### config.mk
export PLATFORM = sky130hd
export DESIGN_NAME = periodic_task_deadline_scheduler_top
export DESIGN_NICKNAME = d
export VERILOG_FILES = /design/src/rtl/ptds_pkg.sv /design/src/rtl/periodic_task_deadline_scheduler_top.sv
export SDC_FILE = /design/constraint.sdc
export NUM_CORES = 2
export LEC_CHECK = 0
export BUFFER_PORTS_ARGS = -buffer_cell sky130_fd_sc_hd__buf_2
export CORE_ASPECT_RATIO = 0.9
export CORE_UTILIZATION = 44
export CTS_CLUSTER_DIAMETER = 200
export DETAILED_ROUTE_END_ITERATION = 8
export GPL_ROUTABILITY_DRIVEN = 1
export PLACE_DENSITY = 0.63
export SKIP_CTS_REPAIR_TIMING = 1
export SLEW_MARGIN = 20
export SYNTH_ARGS = -nofsm -noshare
export SYNTH_HDL_FRONTEND = slang
export SYNTH_SLANG_ARGS = --single-unit
### constraint.sdc
create_clock -name aclk -period 12.5 [get_ports aclk]
set_input_delay 2.5 -clock aclk [delete_from_list [all_inputs] [get_ports aclk]]
set_output_delay 2.5 -clock aclk [all_outputs]
set_load 0.05 [all_outputs]
### src/rtl/ptds_pkg.sv
// Shared constants, codes and payload types of the periodic task deadline scheduler.
// Used by the top level and by the port checker; depends on nothing else.
`default_nettype none

package ptds_pkg;

    localparam int MAX_TASKS = 16;
    localparam int SLOT_W    = $clog2(MAX_TASKS);
    localparam int COUNT_W   = $clog2(MAX_TASKS + 1);
    localparam int TIME_W    = 48;

    localparam int S_TDATA_W = 168;
    localparam int M_TDATA_W = 32;

    localparam logic [15:0] SPIN_TIMEOUT_RESET = 16'd5000;
    localparam logic [15:0] SLEEP_MAX          = 16'hFFFF;
    localparam logic [7:0]  TASKS_SAT          = 8'd255;

    localparam logic [2:0] MODE_ADD    = 3'd0;
    localparam logic [2:0] MODE_PAUSE  = 3'd1;
    localparam logic [2:0] MODE_START  = 3'd2;
    localparam logic [2:0] MODE_PERIOD = 3'd3;
    localparam logic [2:0] MODE_SCAN   = 3'd4;

    localparam logic [3:0] KIND_DISPATCH      = 4'd0;
    localparam logic [3:0] KIND_SPINNING      = 4'd1;
    localparam logic [3:0] KIND_SLEEP_FOREVER = 4'd2;
    localparam logic [3:0] KIND_SLEEP_FOR     = 4'd3;
    localparam logic [3:0] KIND_NO_SLEEP      = 4'd4;
    localparam logic [3:0] KIND_ADDED         = 4'd5;
    localparam logic [3:0] KIND_FULL          = 4'd6;
    localparam logic [3:0] KIND_DONE          = 4'd7;
    localparam logic [3:0] KIND_BAD_INDEX     = 4'd8;

    typedef struct packed {
        logic [1:0]        pad;
        logic [TIME_W-1:0] now_us;
        logic [TIME_W-1:0] now_ms;
        logic              has_runner;
        logic              start_paused;
        logic [TIME_W-1:0] deadline_ms;
        logic [15:0]       value_ms;
        logic [3:0]        task_index;
    } item_t;

    typedef struct packed {
        logic [3:0]        pad;
        logic signed [7:0] provisioning;
        logic [15:0]       sleep_len;
        logic [3:0]        task_index_res;
    } result_t;

endpackage

`default_nettype wire

### src/rtl/periodic_task_deadline_scheduler_top.sv
// Periodic task deadline scheduler: slot table, command handling and scan sequencer.
// Depends on ptds_pkg for constants, codes and payload types.
//
// Channel  Direction  Contents
// s_axis   in         tuser: mode; tdata: task command and time sample
// m_axis   out        tuser: kind; tdata: slot, sleep, provisioning; tlast: final result
// cfg      in         cfg_wr_en, cfg_wr_data: spin timeout in microseconds
//
// Add, pause, start and set period pass from the transfer into the execute state, which
// waits while a result is held; their result is registered when that state ends.
// A scan arms, passes one slot per cycle through the shared 48-bit comparator and adder
// unless a due slot waits on a held result, finishes, and re-arms unless it is spinning.
// A result that waits in the output register stalls only the next result, not the
// next input transfer. Reset is synchronous; the slot table needs no clearing pass.
`default_nettype none

module periodic_task_deadline_scheduler_top (
    input  wire logic                            aclk,
    input  wire logic                            aresetn,
    input  wire logic                            s_axis_tvalid,
    output logic                                 s_axis_tready,
    // tdata, lowest bit up: task_index, value_ms, deadline_ms, start_paused,
    // has_runner, now_ms, now_us, zero fill.
    input  wire logic [ptds_pkg::S_TDATA_W-1:0]  s_axis_tdata,
    // tuser: mode.
    input  wire logic [2:0]                      s_axis_tuser,
    output logic                                 m_axis_tvalid,
    input  wire logic                            m_axis_tready,
    // tdata, lowest bit up: task_index_res, sleep_len, provisioning, zero fill.
    output logic [ptds_pkg::M_TDATA_W-1:0]       m_axis_tdata,
    // tuser: kind.
    output logic [3:0]                           m_axis_tuser,
    output logic                                 m_axis_tlast,
    input  wire logic                            cfg_wr_en,
    input  wire logic [15:0]                     cfg_wr_data
);

    localparam logic [2:0] ST_IDLE   = 3'd0;
    localparam logic [2:0] ST_EXEC   = 3'd1;
    localparam logic [2:0] ST_SCAN   = 3'd2;
    localparam logic [2:0] ST_FINISH = 3'd3;
    localparam logic [2:0] ST_REARM  = 3'd4;

    localparam int SLOT_W  = ptds_pkg::SLOT_W;
    localparam int COUNT_W = ptds_pkg::COUNT_W;
    localparam int TIME_W  = ptds_pkg::TIME_W;

    logic [2:0]              state_reg, state_next;
    logic [7:0]              tasks_added_reg, tasks_added_next;
    logic [TIME_W-1:0]       spin_deadline_reg, spin_deadline_next;
    logic                    spin_armed_reg, spin_armed_next;
    logic [15:0]             spin_timeout_reg;
    logic                    out_valid_reg, out_valid_next;
    logic                    dispatched_reg, dispatched_next;
    logic                    have_next_reg, have_next_next;

    ptds_pkg::item_t         item_reg, item_next;
    logic [2:0]              mode_reg, mode_next;
    logic [3:0]              out_kind_reg, out_kind_next;
    ptds_pkg::result_t       out_res_reg, out_res_next;
    logic                    out_last_reg, out_last_next;
    logic [TIME_W-1:0]       next_dl_reg, next_dl_next;
    logic [SLOT_W-1:0]       pend_idx_reg, pend_idx_next;
    logic [SLOT_W-1:0]       scan_idx_reg, scan_idx_next;

    logic [TIME_W-1:0]       deadline_reg [ptds_pkg::MAX_TASKS];
    logic                    paused_reg   [ptds_pkg::MAX_TASKS];
    logic                    runnable_reg [ptds_pkg::MAX_TASKS];
    logic [15:0]             period_reg   [ptds_pkg::MAX_TASKS];

    logic                    dl_we, paused_we, runnable_we, period_we;
    logic [SLOT_W-1:0]       wr_slot;
    logic [TIME_W-1:0]       dl_wdata;
    logic                    paused_wdata;
    logic [15:0]             period_wdata;

    logic [TIME_W-1:0]       add_a, add_b;
    logic                    add_sub;
    logic [TIME_W:0]         add_sum;
    logic [TIME_W-1:0]       cmp_a, cmp_b;
    logic                    cmp_lt;

    logic                    out_free;
    logic [COUNT_W-1:0]      used_slots;
    logic                    idx_ok;
    logic                    scan_last;
    logic [TIME_W-1:0]       dl_rd;
    logic                    active;
    logic                    due;
    logic [SLOT_W-1:0]       cmd_slot;
    logic [SLOT_W-1:0]       add_slot;
    logic                    room;

    assign s_axis_tready = (state_reg == ST_IDLE);
    assign m_axis_tvalid = out_valid_reg;
    assign m_axis_tdata  = out_res_reg;
    assign m_axis_tuser  = out_kind_reg;
    assign m_axis_tlast  = out_last_reg;

    assign out_free   = !out_valid_reg || m_axis_tready;
    assign used_slots = (tasks_added_reg >= 8'(ptds_pkg::MAX_TASKS)) ?
                        COUNT_W'(ptds_pkg::MAX_TASKS) : COUNT_W'(tasks_added_reg);
    assign idx_ok     = {4'd0, item_reg.task_index} < 8'(used_slots);
    assign scan_last  = (COUNT_W'(scan_idx_reg) + COUNT_W'(1)) == used_slots;
    assign cmd_slot   = SLOT_W'(item_reg.task_index);
    assign add_slot   = SLOT_W'(tasks_added_reg);
    assign room       = tasks_added_reg < 8'(ptds_pkg::MAX_TASKS);

    assign dl_rd  = deadline_reg[scan_idx_reg];
    assign active = runnable_reg[scan_idx_reg] && !paused_reg[scan_idx_reg];
    assign due    = active && !cmp_lt;

    // Shared adder and comparator, steered by the sequencer state.
    always_comb begin
        add_a   = item_reg.now_us;
        add_b   = TIME_W'(spin_timeout_reg);
        add_sub = 1'b0;
        cmp_a   = item_reg.now_us;
        cmp_b   = spin_deadline_reg;
        case (state_reg)
            ST_EXEC: begin
                if (mode_reg == ptds_pkg::MODE_START) begin
                    add_a = item_reg.now_ms;
                    add_b = TIME_W'(item_reg.value_ms);
                end
            end
            ST_SCAN: begin
                add_a = item_reg.now_ms;
                add_b = TIME_W'(period_reg[scan_idx_reg]);
                cmp_a = item_reg.now_ms;
                cmp_b = dl_rd;
            end
            ST_FINISH: begin
                add_a   = next_dl_reg;
                add_b   = item_reg.now_ms;
                add_sub = 1'b1;
            end
            default: begin
            end
        endcase
        add_sum = {1'b0, add_a} + {1'b0, (add_sub ? ~add_b : add_b)}
                  + {{TIME_W{1'b0}}, add_sub};
        cmp_lt  = cmp_a < cmp_b;
    end

    always_comb begin
        state_next         = state_reg;
        tasks_added_next   = tasks_added_reg;
        spin_deadline_next = spin_deadline_reg;
        spin_armed_next    = spin_armed_reg;
        dispatched_next    = dispatched_reg;
        have_next_next     = have_next_reg;
        item_next          = item_reg;
        mode_next          = mode_reg;
        next_dl_next       = next_dl_reg;
        pend_idx_next      = pend_idx_reg;
        scan_idx_next      = scan_idx_reg;

        out_valid_next     = out_valid_reg && !m_axis_tready;
        out_kind_next      = out_kind_reg;
        out_last_next      = out_last_reg;
        out_res_next       = out_res_reg;

        dl_we        = 1'b0;
        paused_we    = 1'b0;
        runnable_we  = 1'b0;
        period_we    = 1'b0;
        wr_slot      = cmd_slot;
        dl_wdata     = add_sum[TIME_W-1:0];
        paused_wdata = 1'b1;
        period_wdata = item_reg.value_ms;

        case (state_reg)
            ST_IDLE: begin
                if (s_axis_tvalid) begin
                    item_next  = ptds_pkg::item_t'(s_axis_tdata);
                    mode_next  = s_axis_tuser;
                    state_next = ST_EXEC;
                end
            end
            ST_EXEC: begin
                if (mode_reg == ptds_pkg::MODE_SCAN) begin
                    if (!spin_armed_reg) begin
                        spin_deadline_next = add_sum[TIME_W-1:0];
                        spin_armed_next    = 1'b1;
                    end
                    dispatched_next = 1'b0;
                    have_next_next  = 1'b0;
                    scan_idx_next   = '0;
                    state_next      = (used_slots == '0) ? ST_FINISH : ST_SCAN;
                end else if (out_free) begin
                    out_valid_next = 1'b1;
                    out_last_next  = 1'b1;
                    out_res_next.task_index_res = '0;
                    state_next     = ST_IDLE;
                    case (mode_reg)
                        ptds_pkg::MODE_ADD: begin
                            wr_slot      = add_slot;
                            dl_wdata     = item_reg.deadline_ms;
                            paused_wdata = item_reg.start_paused;
                            dl_we        = room;
                            paused_we    = room;
                            runnable_we  = room;
                            period_we    = room;
                            if (tasks_added_reg != ptds_pkg::TASKS_SAT) begin
                                tasks_added_next = tasks_added_reg + 8'd1;
                            end
                            if (room) begin
                                out_kind_next = ptds_pkg::KIND_ADDED;
                                out_res_next.task_index_res = 4'(add_slot);
                            end else begin
                                out_kind_next = ptds_pkg::KIND_FULL;
                            end
                        end
                        ptds_pkg::MODE_PAUSE, ptds_pkg::MODE_START,
                        ptds_pkg::MODE_PERIOD: begin
                            if (idx_ok) begin
                                out_kind_next = ptds_pkg::KIND_DONE;
                                if (mode_reg == ptds_pkg::MODE_PAUSE) begin
                                    paused_we = 1'b1;
                                end else if (mode_reg == ptds_pkg::MODE_START) begin
                                    dl_we        = 1'b1;
                                    paused_we    = 1'b1;
                                    paused_wdata = 1'b0;
                                end else begin
                                    period_we = 1'b1;
                                end
                            end else begin
                                out_kind_next = ptds_pkg::KIND_BAD_INDEX;
                            end
                        end
                        default: begin
                            out_kind_next = ptds_pkg::KIND_BAD_INDEX;
                        end
                    endcase
                end
            end
            ST_SCAN: begin
                if (!(due && dispatched_reg && !out_free)) begin
                    if (active && cmp_lt && !dispatched_reg &&
                        (!have_next_reg || dl_rd < next_dl_reg)) begin
                        next_dl_next   = dl_rd;
                        have_next_next = 1'b1;
                    end
                    if (due) begin
                        wr_slot = scan_idx_reg;
                        dl_we   = 1'b1;
                        if (dispatched_reg) begin
                            out_valid_next = 1'b1;
                            out_last_next  = 1'b0;
                            out_kind_next  = ptds_pkg::KIND_DISPATCH;
                            out_res_next.task_index_res = 4'(pend_idx_reg);
                        end
                        pend_idx_next   = scan_idx_reg;
                        dispatched_next = 1'b1;
                    end
                    if (scan_last) begin
                        state_next = ST_FINISH;
                    end else begin
                        scan_idx_next = scan_idx_reg + SLOT_W'(1);
                    end
                end
            end
            ST_FINISH: begin
                if (out_free) begin
                    out_valid_next = 1'b1;
                    out_last_next  = 1'b1;
                    out_res_next.task_index_res = '0;
                    state_next     = ST_REARM;
                    if (dispatched_reg) begin
                        out_kind_next = ptds_pkg::KIND_DISPATCH;
                        out_res_next.task_index_res = 4'(pend_idx_reg);
                    end else if (cmp_lt) begin
                        out_kind_next = ptds_pkg::KIND_SPINNING;
                        state_next    = ST_IDLE;
                    end else if (!have_next_reg) begin
                        out_kind_next = ptds_pkg::KIND_SLEEP_FOREVER;
                    end else if (add_sum[TIME_W] && (add_sum[TIME_W-1:0] != '0)) begin
                        out_kind_next = ptds_pkg::KIND_SLEEP_FOR;
                        if (add_sum[TIME_W-1:16] != '0) begin
                            out_res_next.sleep_len = ptds_pkg::SLEEP_MAX;
                        end else begin
                            out_res_next.sleep_len = add_sum[15:0];
                        end
                    end else begin
                        out_kind_next = ptds_pkg::KIND_NO_SLEEP;
                    end
                end
            end
            ST_REARM: begin
                spin_deadline_next = add_sum[TIME_W-1:0];
                state_next         = ST_IDLE;
            end
            default: begin
                state_next = ST_IDLE;
            end
        endcase

        if (out_valid_next && !(out_valid_reg && !m_axis_tready)) begin
            out_res_next.pad          = '0;
            out_res_next.provisioning =
                $signed(8'(ptds_pkg::MAX_TASKS) - tasks_added_next);
            if (out_kind_next != ptds_pkg::KIND_SLEEP_FOR) begin
                out_res_next.sleep_len = '0;
            end
        end
    end

    always_ff @(posedge aclk) begin
        if (!aresetn) begin
            state_reg         <= ST_IDLE;
            tasks_added_reg   <= '0;
            spin_deadline_reg <= '0;
            spin_armed_reg    <= 1'b0;
            spin_timeout_reg  <= ptds_pkg::SPIN_TIMEOUT_RESET;
            out_valid_reg     <= 1'b0;
            dispatched_reg    <= 1'b0;
            have_next_reg     <= 1'b0;
        end else begin
            state_reg         <= state_next;
            tasks_added_reg   <= tasks_added_next;
            spin_deadline_reg <= spin_deadline_next;
            spin_armed_reg    <= spin_armed_next;
            out_valid_reg     <= out_valid_next;
            dispatched_reg    <= dispatched_next;
            have_next_reg     <= have_next_next;
            if (cfg_wr_en) begin
                spin_timeout_reg <= cfg_wr_data;
            end
        end
    end

    always_ff @(posedge aclk) begin
        item_reg     <= item_next;
        mode_reg     <= mode_next;
        out_kind_reg <= out_kind_next;
        out_res_reg  <= out_res_next;
        out_last_reg <= out_last_next;
        next_dl_reg  <= next_dl_next;
        pend_idx_reg <= pend_idx_next;
        scan_idx_reg <= scan_idx_next;
        if (dl_we) begin
            deadline_reg[wr_slot] <= dl_wdata;
        end
        if (paused_we) begin
            paused_reg[wr_slot] <= paused_wdata;
        end
        if (runnable_we) begin
            runnable_reg[wr_slot] <= item_reg.has_runner;
        end
        if (period_we) begin
            period_reg[wr_slot] <= period_wdata;
        end
    end

endmodule

`default_nettype wire

==> run metrics <==
number of vias per cell=6.01; dpl hpwl=110000 um; post-synthesis share of cell area spent on and, or, nand and nor gates=6.81%; critical path start-end classification=reg2reg; routed wire length=169000 um; most frequently used flop master after synthesis=edfxtp_1; initial standard-cell utilization of the core=44.5%; Layout Skew=0.0355 ns; share of the cycle needed by the critical path after routing=74.6%; first-pass GRT wire length=243000 um; number of flops mapped to enable cells by yosys=1294; net switching power figure=7.01 mW; clock group share of total power=22.4%; setup repair after global routing missed its margin=false; register area share after synthesis=67.6%; via count of the first global-routing pass=34900; main combinational cell family by area after synthesis=multiplexers; fmax=107 MHz; fin worst setup slack=3.18 ns; Largest register FFs=768; Power Density=272 nW/um^2; adder and majority gate portion of the synthesized area=3.09%; outcome=complete, no violations; TritonCTS clock tree=built; post-synthesis cell type count=79; first drt pass iteration count=9; Sum Neg Setup Slack=0 ns; total DRC errors in the routed layout=0; maximum resistive drop on vdd=0.183 mV; largest net degree at the start of global routing=102; Critical Path RT=13.19 ns; Clock Root Buffer=clkbuf_16; Min-Delay Path Class=reg2reg; number of top-level pins=231; largest stage delay on the critical path=0.97 ns; number of buffers on the longest clock path=3; routed vias=36300; Worst-path clk slew=0.06 ns; Tot GR Track Use=24.3%; number of diodes=0; cell area after synthesis=60600 sq um; worst slew margin relative to its limit=25.7%; total clock sinks=1397; number of antenna violations at the first check in global routing=4; total number of nets in the final design=4447; RD Place Congestion=0.955; number of hold-slack violations in the final timing report=0; share of the synthesized netlist area taken by xor and xnor gates=0.636%; total number of yosys warnings=0; mux share of post-synthesis cell area=13.4%; area growth from synthesis to final layout=14.0%; layout cell share with drive strength beyond 1=22.7%; global route total overflow=0; floorplan row count=128; cell class contributing the biggest share of worst-path delay=simple AND/OR/NAND/NOR gates; drt first-iter violations=4742; number of buffers inserted by port buffering=224; startpoint types=register; cell internal power dissipation=11.7 mW; setup slack at placement=3.20 ns; core area=136000 sq um; time the final worst path needs with I/O delays and setup=9.32 ns; die width=393 um; arrival time worst endpoint=10.01 ns; Post-Syn Area per Cell=15.8 sq um; buffering stage count on the worst path with inverters included=3; Compound-Gate Fraction of Synth Area=6.27%; count of pins over their slew limit=0; Post-Syn Instances=3827; number of maximum-capacitance violations=0; leakage power=23.4 nW; clock latency reported for the late side of the worst-skew pair=0.79 ns; relative contribution of combinational cells to total power=39.4%; number of placed cells counting well taps=5780; depth of the CTS H-tree=4; flip-flop and latch count after synthesis=1397; Wirelength per Cell=27.9 um; share of flip-flops with an asynchronous set or reset after synthesis=0%; kind of end point of the critical path=register; number of buffers inserted during clock tree synthesis=142; full die area=139000 sq um; highest net fanout along the worst path=55; post-detailed-route count of antenna-violating nets=0; Least-Margin Pin Slew=1.11 ns; register share of total power=38.1%; vertical die dimension=354 um; Setup violations, final=0; fin cells=6042; critical path cell sequence=buf_12 -> buf_12 -> mux4_2 -> mux4_2 -> a222oi_1 -> mux2i_1 -> fa_1 -> a211oi_1 -> o211ai_1 -> nand4_1 -> a21oi_1 -> or3_1 -> xnor2_1 -> or4b_2 -> nor4_2 -> nand2_1 -> nor2_2 -> a2111oi_4 -> buf_4 -> a311oi_1; crit path max-delay cell type=dfxtp_4; net switching fraction of the power=37.4%
-- worst reg2reg max path: stages, from the launching register on --
cell	delay (ns)
dfxtp_4	0.97
buf_12	0.50
buf_12	0.53
mux4_2	0.59
mux4_2	0.47
a222oi_1	0.63
mux2i_1	0.31
fa_1	0.51
a211oi_1	0.36
o211ai_1	0.21
nand4_1	0.31
a21oi_1	0.17
or3_1	0.42
xnor2_1	0.39
or4b_2	0.66
nor4_2	0.38
nand2_1	0.27
nor2_2	0.78
a2111oi_4	0.16
buf_4	0.29
a311oi_1	0.32
-- cell type report --
type,instances,area [sq um]
clock buffers,190,3880
multi-input cells,2093,18600
fillers,11100,66900
well taps,1820,2280
clock inverters,70,716
inverters,128,480
flip-flops and latches,1397,40900
repair buffers,344,2180
-- cell families (layout without fill, tap and decap cells) --
group,count (synthesis),in the layout
AO/OA/AOI/OAI,554,554
multiplexers,415,415
XOR/XNOR,44,44
buffers and inverters,340,732
adder cells (fa/ha/maj),149,149
flip-flops,1397,1397
AND/OR/NAND/NOR,927,927
other,1,4
-- routing by layer --
| metal | GRT usage, % | part of all wire (%) |
|---|---|---|
| met1 | 35.6 | 42 |
| met2 | 37.4 | 46 |
| met3 | 4.40 | 9.0 |
| met4 | 6.13 | 2.1 |
| met5 | 0 | 0 |
-- synthesized netlist by cell type (45+ instances only) --
cell | number | area share [%]
nor3_1 | 45 | 0.37
mux4_2 | 318 | 12
a222oi_1 | 63 | 1.0
nand2_1 | 380 | 2.4
inv_1 | 128 | 0.79
edfxtp_1 | 1294 | 64
a21oi_1 | 170 | 1.4
nand4_1 | 52 | 0.54
nor2_1 | 278 | 1.7
clkbuf_1 | 164 | 1.0
ha_1 | 148 | 3.1
o21ai_0 | 111 | 0.92
mux2i_1 | 90 | 1.5
dfxtp_1 | 103 | 3.4
-- final timing paths --
check | from | to | slack [ns] | cells after the start
worst max register to register | register | m_axis_tdata[19] | 3.18 | 20
worst min-delay path | spin_deadline_reg[18] | spin_deadline_reg[18] | 0.46 | 2
worst min register to register | spin_deadline_reg[18] | spin_deadline_reg[18] | 0.46 | 2
worst max-delay path | register | m_axis_tdata[19] | 3.18 | 20
-- layout by cell type, fill, tap and decap left out, types with 63 or more instances in the layout --
master / instances
a21oi_1: 166
a222oi_1: 63
buf_2: 224
buf_4: 107
clkbuf_16: 147
dfxtp_1: 99
edfxtp_1: 1294
ha_1: 148
inv_1: 127
mux2i_1: 90
mux4_2: 318
nand2_1: 379
nor2_1: 247
o21ai_0: 107
-- metrics by stage --
stage | total power, mW | hold WS [ns] | instance area (sq um) | utilization (%)
2_1_floorplan | 11.8 | 0.436 | 60600 | -
5_1_grt | 19.6 | 0.475 | 69100 | 50.8
4_1_cts | 18.7 | 0.455 | 69000 | 50.8
3_3_place_gp | 14.4 | 0.442 | 64400 | 47.4
3_5_place_dp | 14.5 | 0.446 | 64400 | 47.4
6_report | 18.8 | 0.455 | 69100 | 50.8
-- power by group through the flow --
stage,registers (mW),logic (mW),clock network (mW)
global placement,7.24,7.17,0
global route,7.19,7.94,4.45
CTS,7.15,7.29,4.27
finish,7.15,7.40,4.21
floorplan,7.08,4.70,0
detailed placement,7.25,7.27,0
(Power assumes the default switching activity.)
